## config.mk

```make
export PLATFORM = sky130hd
export DESIGN_NAME = tgm_update
export DESIGN_NICKNAME = d
export VERILOG_FILES = /design/src/rtl/core/tgm_pkg.sv /design/src/rtl/core/tgm_update.sv
export VERILOG_INCLUDE_DIRS = /design/src /design/src/rtl/core
export SDC_FILE = /design/constraint.sdc
export NUM_CORES = 2
export LEC_CHECK = 0
export ABC_AREA = 1
export CORE_MARGIN = 1.5
export CORE_UTILIZATION = 46
export DETAILED_ROUTE_END_ITERATION = 10
export DONT_BUFFER_PORTS = 1
export PLACE_DENSITY = 0.74
export SYNTH_ARGS = -nofsm -noshare
export SYNTH_HDL_FRONTEND = slang
export SYNTH_SLANG_ARGS = --single-unit
```

## constraint.sdc

```tcl
create_clock -name clk -period 4.5 [get_ports clk]
set_input_delay 0.225 -clock clk [delete_from_list [all_inputs] [get_ports clk]]
set_output_delay 0.225 -clock clk [all_outputs]
set_load 0.02 [all_outputs]
```

## src/rtl/core/timestamp_gap_monitor_defines.svh

```systemverilog
// Assertion macros shared by the monitor's RTL files.
// Each macro expects clk and arst_n in scope.
`ifndef TIMESTAMP_GAP_MONITOR_DEFINES_SVH
`define TIMESTAMP_GAP_MONITOR_DEFINES_SVH

// Condition that must hold at every clock edge out of reset
`define TGM_ASSERT(name, cond, msg) \
	name: assert property (@(posedge clk) disable iff (!arst_n) (cond)) else $error(msg);

// Same-cycle implication
`define TGM_ASSERT_IMP(name, ante, cons, msg) \
	name: assert property (@(posedge clk) disable iff (!arst_n) (ante) |-> (cons)) \
		else $error(msg);

// Next-cycle implication
`define TGM_ASSERT_NXT(name, ante, cons, msg) \
	name: assert property (@(posedge clk) disable iff (!arst_n) (ante) |=> (cons)) \
		else $error(msg);

`endif

```

## src/rtl/core/tgm_pkg.sv

```systemverilog
package tgm_pkg;

	// Field widths
	localparam int TS_W       = 64;
	localparam int THR_W      = 32;
	localparam int IDX_W      = 10;
	localparam int REC_W      = 11;
	localparam int VAL_W      = 32;
	localparam int CFG_IDX_W  = 1;
	localparam int CFG_DATA_W = 64;

	localparam int STORE_DEPTH_DEF = 1024;

	// Saturation value for stored gaps, and the all-ones word (no minimum yet)
	localparam logic [63:0] GAP_SAT_VAL = 64'h0000_0000_FFFF_FFFF;
	localparam logic [63:0] ALL_ONES_64 = 64'hFFFF_FFFF_FFFF_FFFF;

	// Register reset values
	localparam logic [THR_W-1:0] THR_RESET = 32'd360;
	localparam logic [TS_W-1:0]  RUN_RESET = 64'd36000000000;

	// Request codes; code 3 is a no-op
	typedef enum logic [1:0] {
		REQ_START  = 2'd0,
		REQ_SAMPLE = 2'd1,
		REQ_READ   = 2'd2
	} req_type_t;

	// Configuration register indexes
	typedef enum logic [CFG_IDX_W-1:0] {
		REG_THRESHOLD = 1'b0,
		REG_RUNTIME   = 1'b1
	} cfg_reg_t;

	// State after one request, handed from the update stage to the result pipeline
	typedef struct packed {
		logic            intr;
		logic            is_read;
		logic            rd_ok;
		logic [TS_W-1:0] prev_time;
		logic [TS_W-1:0] win_limit;
		logic [TS_W-1:0] count;
		logic [TS_W-1:0] total;
		logic [TS_W-1:0] min_gap;
		logic [TS_W-1:0] ovf_time;
		logic [TS_W-1:0] win_start;
	} snap_t;

	// Status fields carried down the result pipeline
	typedef struct packed {
		logic             intr;
		logic             open;
		logic [TS_W-1:0]  count;
		logic [TS_W-1:0]  total;
		logic [TS_W-1:0]  min_gap;
		logic [TS_W-1:0]  ovf_offset;
		logic [VAL_W-1:0] entry_value;
		logic             entry_valid;
		logic [REC_W-1:0] rec_count;
	} stat_t;

endpackage

```

## src/rtl/core/tgm_update.sv

```systemverilog
`include "timestamp_gap_monitor_defines.svh"

// Window and gap state: updated in the cycle a request is accepted,
// interruption gaps written to the store at the running count.
module tgm_update
	import tgm_pkg::*;
#(
	parameter int STORE_DEPTH = STORE_DEPTH_DEF,
	localparam int AW = (STORE_DEPTH > 1) ? $clog2(STORE_DEPTH) : 1
) (
	input  logic                  clk,
	input  logic                  arst_n,
	input  logic                  cfg_we,
	input  logic [CFG_IDX_W-1:0]  cfg_idx,
	input  logic [CFG_DATA_W-1:0] cfg_wdata,
	input  logic                  acc,
	input  logic [1:0]            req_type,
	input  logic [TS_W-1:0]       timestamp,
	input  logic [IDX_W-1:0]      entry_index,
	output logic                  ram_we,
	output logic [AW-1:0]         ram_waddr,
	output logic [VAL_W-1:0]      ram_wdata,
	output logic [AW-1:0]         ram_raddr,
	output snap_t                 snap
);

	localparam logic [TS_W-1:0] DEPTH64 = TS_W'(STORE_DEPTH);

	logic [THR_W-1:0] thr_q;
	logic [TS_W-1:0]  run_q;
	logic [TS_W-1:0]  win_start_q, win_limit_q, prev_q;
	logic             first_q;
	logic [TS_W-1:0]  gap_count_q, gap_total_q, ovf_time_q, smallest_q;

	logic [TS_W-1:0]  win_start_n, win_limit_n, prev_n;
	logic             first_n;
	logic [TS_W-1:0]  gap_count_n, gap_total_n, ovf_time_n, smallest_n;

	logic             open_now, is_start, sample_ok, intr_hit;
	logic [TS_W-1:0]  gap, idx64, rec_now;

	// Gap and window checks against current state
	assign open_now  = prev_q < win_limit_q;
	assign gap       = timestamp - prev_q;
	assign is_start  = acc && (req_type == REQ_START);
	assign sample_ok = acc && (req_type == REQ_SAMPLE) && open_now;
	assign intr_hit  = sample_ok && (gap > {32'b0, thr_q});

	// Store write, saturated to 32 bits
	assign ram_we    = intr_hit && (gap_count_q < DEPTH64);
	assign ram_waddr = gap_count_q[AW-1:0];
	assign ram_wdata = (gap > GAP_SAT_VAL) ? GAP_SAT_VAL[VAL_W-1:0] : gap[VAL_W-1:0];

	// Store read for read requests
	assign idx64     = TS_W'(entry_index);
	assign ram_raddr = idx64[AW-1:0];
	assign rec_now   = (gap_count_q < DEPTH64) ? gap_count_q : DEPTH64;

	// Next state
	always_comb begin
		win_start_n = win_start_q;
		win_limit_n = win_limit_q;
		prev_n      = prev_q;
		first_n     = first_q;
		gap_count_n = gap_count_q;
		gap_total_n = gap_total_q;
		ovf_time_n  = ovf_time_q;
		smallest_n  = smallest_q;
		if (is_start) begin
			win_start_n = timestamp;
			win_limit_n = timestamp + run_q;
			prev_n      = timestamp;
			first_n     = 1'b1;
			gap_count_n = '0;
			gap_total_n = '0;
			ovf_time_n  = '0;
			smallest_n  = ALL_ONES_64;
		end else if (sample_ok) begin
			prev_n = timestamp;
			if (intr_hit) begin
				gap_total_n = gap_total_q + gap;
				if (gap_count_q == DEPTH64) begin
					ovf_time_n = timestamp;
				end
				if (gap_count_q != ALL_ONES_64) begin
					gap_count_n = gap_count_q + 64'd1;
				end
			end
			if (first_q) begin
				first_n = 1'b0;
			end else if (gap < smallest_q) begin
				smallest_n = gap;
			end
		end
	end

	// Snapshot of the state after this request
	always_comb begin
		snap.intr      = intr_hit;
		snap.is_read   = req_type == REQ_READ;
		snap.rd_ok     = idx64 < rec_now;
		snap.prev_time = prev_n;
		snap.win_limit = win_limit_n;
		snap.count     = gap_count_n;
		snap.total     = gap_total_n;
		snap.min_gap   = (smallest_n == ALL_ONES_64) ? '0 : smallest_n;
		snap.ovf_time  = ovf_time_n;
		snap.win_start = win_start_n;
	end

	// State registers
	always_ff @(posedge clk or negedge arst_n) begin
		if (!arst_n) begin
			thr_q       <= THR_RESET;
			run_q       <= RUN_RESET;
			win_start_q <= '0;
			win_limit_q <= '0;
			prev_q      <= '0;
			first_q     <= 1'b1;
			gap_count_q <= '0;
			gap_total_q <= '0;
			ovf_time_q  <= '0;
			smallest_q  <= ALL_ONES_64;
		end else begin
			if (cfg_we) begin
				unique case (cfg_idx)
					REG_THRESHOLD: thr_q <= cfg_wdata[THR_W-1:0];
					REG_RUNTIME:   run_q <= cfg_wdata;
				endcase
			end
			win_start_q <= win_start_n;
			win_limit_q <= win_limit_n;
			prev_q      <= prev_n;
			first_q     <= first_n;
			gap_count_q <= gap_count_n;
			gap_total_q <= gap_total_n;
			ovf_time_q  <= ovf_time_n;
			smallest_q  <= smallest_n;
		end
	end

	`TGM_ASSERT_NXT(a_start_clears, is_start,
		gap_count_q == '0 && smallest_q == ALL_ONES_64 && first_q,
		"start did not clear gap state")
	`TGM_ASSERT_IMP(a_write_from_sample, ram_we,
		acc && req_type == REQ_SAMPLE && open_now,
		"store write without an open-window sample")
	`TGM_ASSERT_NXT(a_write_counts, ram_we, gap_count_q != '0,
		"store write did not advance the count")

endmodule

```

==> flow_metrics.tcl <==
set metrics [dict create \
    yosys_warnings 0 \
    clockBufferDepth 3 \
    grt_use_total 0.405 \
    yosysSeqAreaShare 0.317 \
    relSlewSlack -0.516 \
    dpl.cell_count 8431 \
    vias_per_cell 5.58 \
    cp-start-kind "flop" \
    htree_levels 3 \
    synth_top_area_share 0.269 \
    syn_avg_cell_area_sq_um 6.88 \
    p_int_mw 25.4 \
    drv_cap 0 \
    ir_drop_v 0.000422 \
    synthTopCellsByCount "nand2_1, inv_1, nor2_1" \
    fin_crit_sh 1.32 \
    arrival_ns 5.70 \
    final_antenna_net_count 0 \
    wl_met2_mm 91.2 \
    finalPower_mw 49.7 \
    fin_hold_ws_ns -0.736 \
    cp_num_cells 36 \
    synthCells 6307 \
    async_reset_ff_frac 1.00 \
    path_clk_slew_ns 0.06 \
    synth_most_common_cell "nand2_1" \
    die_h_um 310 \
    p_sw_mw 24.3 \
    worstSetupPathType "reg2out" \
    first_iter_violations 4712 \
    core.rowCount 112 \
    seqCellArea_sq_mm 0.0137 \
    cts.sink_count 545 \
    multi_input_area_sq_mm 0.0278 \
    core_sq_mm 0.0933 \
    grt-ovfl-total 0 \
    power_frac_seq 0.156 \
    drc 0 \
    grt_pass1_vias 47500 \
    drt-total-wl_mm 203 \
    slowest_stage "dfrtp_1" \
    grt_max_degree 546 \
    status "complete, but fails checks" \
    synth_seq_cells 545 \
    crit_family "simple AND/OR/NAND/NOR gates" \
    powerDensity_mw_per_mm2 820 \
    start_util 0.465 \
    dr_wl_met3_mm 17.6 \
    layout.nets 7978 \
    avgRoutedWirePerCell_um 23.1 \
    first_pass_iters 6 \
    max_freq_ghz 0.169 \
    reg2reg_depth 31 \
    port_buffers 0 \
    ioPinCount 649 \
    syn_nets 6813 \
    switching_share 0.489 \
    synthTopCellsByArea "dfrtp_1, nand2_1, ha_1, inv_1, nor2_1" \
    violations "hold timing, slew limit, setup timing" \
    cts_hold_buf 131 \
    drive_gt1_frac 0.276 \
    power_leakage_nw 31.6 \
    num_vias 49000 \
    worstMarginPinSlew_ns 2.27 \
    layout_min_cycle_time_ns 5.92 \
    min_path_type "in2async" \
    cts_tree "done" \
    synth_top_area_cell "dfrtp_1" \
    ys.flop_type "dfrtp_1" \
    maxUsedRoutingLayer "met5" \
    fp.dieArea_sq_mm 0.0962 \
    rsz0062_at_grt "yes" \
    max_stage_delay_ns 0.42 \
    path_buf_inv 8 \
    fill_cells 8106 \
    fin_worst_skew_ns 0.0284 \
    setup.worst_path.end_class "primary output" \
    critical_path.max_fanout 6 \
    finalSetupViolCount 481 \
    synth-edff-count 0 \
    final_hold_viol_count 472 \
    die_w_um 310 \
    cts_root_buffer "clkbuf_16" \
    grt_first_pass_wirelength_mm 292 \
    slew_viol_final 238 \
    place_ws_ns -1.14 \
    p_comb_frac 0.723 \
    synth.cell_area_sq_mm 0.0434 \
    power.share.clock 0.121 \
    antenna_found_initial 16 \
    finalNonFillerCells 8792 \
    crit_required_ns 4.28 \
    hpwl_mm 148 \
    cts_buffers 68 \
    fin_ws_ns -1.42 \
    syn2layout_area_growth_pct 39.8 \
    clk_latency_ns 0.66 \
    synth_cell_types 57 \
    wl_met1_mm 78.4 \
    place.gp.congestion 1.03 \
]
[routing by layer]
metal | GRT usage | vias up
met2 | 0.659 | 2479
met4 | 0.256 | 6
met3 | 0.0900 | 728
met5 | 0 | -
met1 | 0.486 | 23200
li1 | - | 22600
[power groups by stage]
stage          clock (mW)  combinational (mW)  sequential [mW]
6_report             6.01                36.0             7.76
5_1_grt              6.22                38.6             7.86
4_1_cts              6.05                33.4             7.68
3_5_place_dp            0                31.6             7.73
3_3_place_gp            0                31.3             7.71
2_1_floorplan           0                16.7             7.28
[timing repair]
action,CTS,global route
hold endpoints to repair,769,545
gates resized for setup,326,408
pin swaps,46,104
setup buffers,34,28
setup endpoints to repair,504,520
gates cloned,28,10
[through the flow]
stage	TNS (ns)	instance area [sq um]	util
3_3_place_gp	-361.83	52400	0.561
4_1_cts	-369.08	58600	0.628
5_1_grt	-489.07	60600	0.650
6_report	-416.41	60700	0.650
2_1_floorplan	0	43400	-
3_5_place_dp	-420.80	52400	0.561
[placed cells by master, fill, tap and decap left out, types with 16 or more instances in the layout]
| master | count |
|---|---|
| nand2_1 | 1606 |
| buf_4 | 1019 |
| inv_1 | 911 |
| nor2_1 | 509 |
| dfrtp_1 | 466 |
| o21ai_0 | 371 |
| a21oi_1 | 360 |
| ha_1 | 307 |
| nand3_1 | 263 |
| nor2_2 | 172 |
| dlygate4sd3_1 | 131 |
| xor2_1 | 127 |
| mux2_2 | 95 |
| nand2_2 | 84 |
| clkbuf_16 | 83 |
| dfstp_2 | 79 |
| nor2_4 | 61 |
| xnor2_1 | 61 |
| buf_6 | 61 |
| a31oi_1 | 57 |
| nand3_2 | 54 |
| nand4_1 | 54 |
| ha_4 | 48 |
| nor3_1 | 46 |
| a21oi_2 | 43 |
| nor4_1 | 41 |
| buf_12 | 37 |
| inv_2 | 28 |
| o21ai_1 | 21 |
| xor2_2 | 20 |
| or2_2 | 20 |
| buf_16 | 20 |
| o21bai_1 | 19 |
| a21o_1 | 18 |
| o21a_1 | 18 |
| nand2_4 | 16 |
[state kept, by name, summed over array words and instances (netlist names), 32 cells and up]
register,count
win_start_q,64
run_q,64
gap_count_q,64
thr_q,32
ovf_time_q,64
win_limit_q,64
smallest_q,64
gap_total_q,64
prev_q,64
[cell type report]
| class | count | share of cell area |
|---|---|---|
| Tap cell | 1254 | 0.0259 |
| Sequential cell | 545 | 0.226 |
| Timing Repair Buffer | 1291 | 0.190 |
| Multi-Input combinational cell | 4622 | 0.459 |
| Clock inverter | 32 | 0.00662 |
| Clock buffer | 92 | 0.0330 |
| Inverter | 944 | 0.0587 |
| Antenna cell | 12 | 0.000495 |
[kinds of logic (layout without fill, tap and decap cells)]
logic type	count (synthesis)	after routing	synth area share
adder cells (fa/ha/maj)	361	361	0.105
multiplexers	95	95	0.0247
flip-flops	545	545	0.317
buffers and inverters	1141	2359	0.105
XOR/XNOR	220	220	0.0449
AND/OR/NAND/NOR	2969	2970	0.283
other	0	12	0
AO/OA/AOI/OAI	976	976	0.121
[worst paths after layout]
check / start / endpoint / slack (ns)
worst max-delay path: prev_q[0] / snap[129] / -1.42
worst min-delay path: arst_n / gap_count_q[28] / -0.74
worst max register to register: prev_q[0] / gap_count_q[52] / -0.67
worst min register to register: first_q / first_q / 0.47
max in group asynchronous: arst_n / thr_q[17] / 3.44
min in group clk: timestamp[14] / ovf_time_q[14] / 0.05
Power figures use the tool's default switching activity.
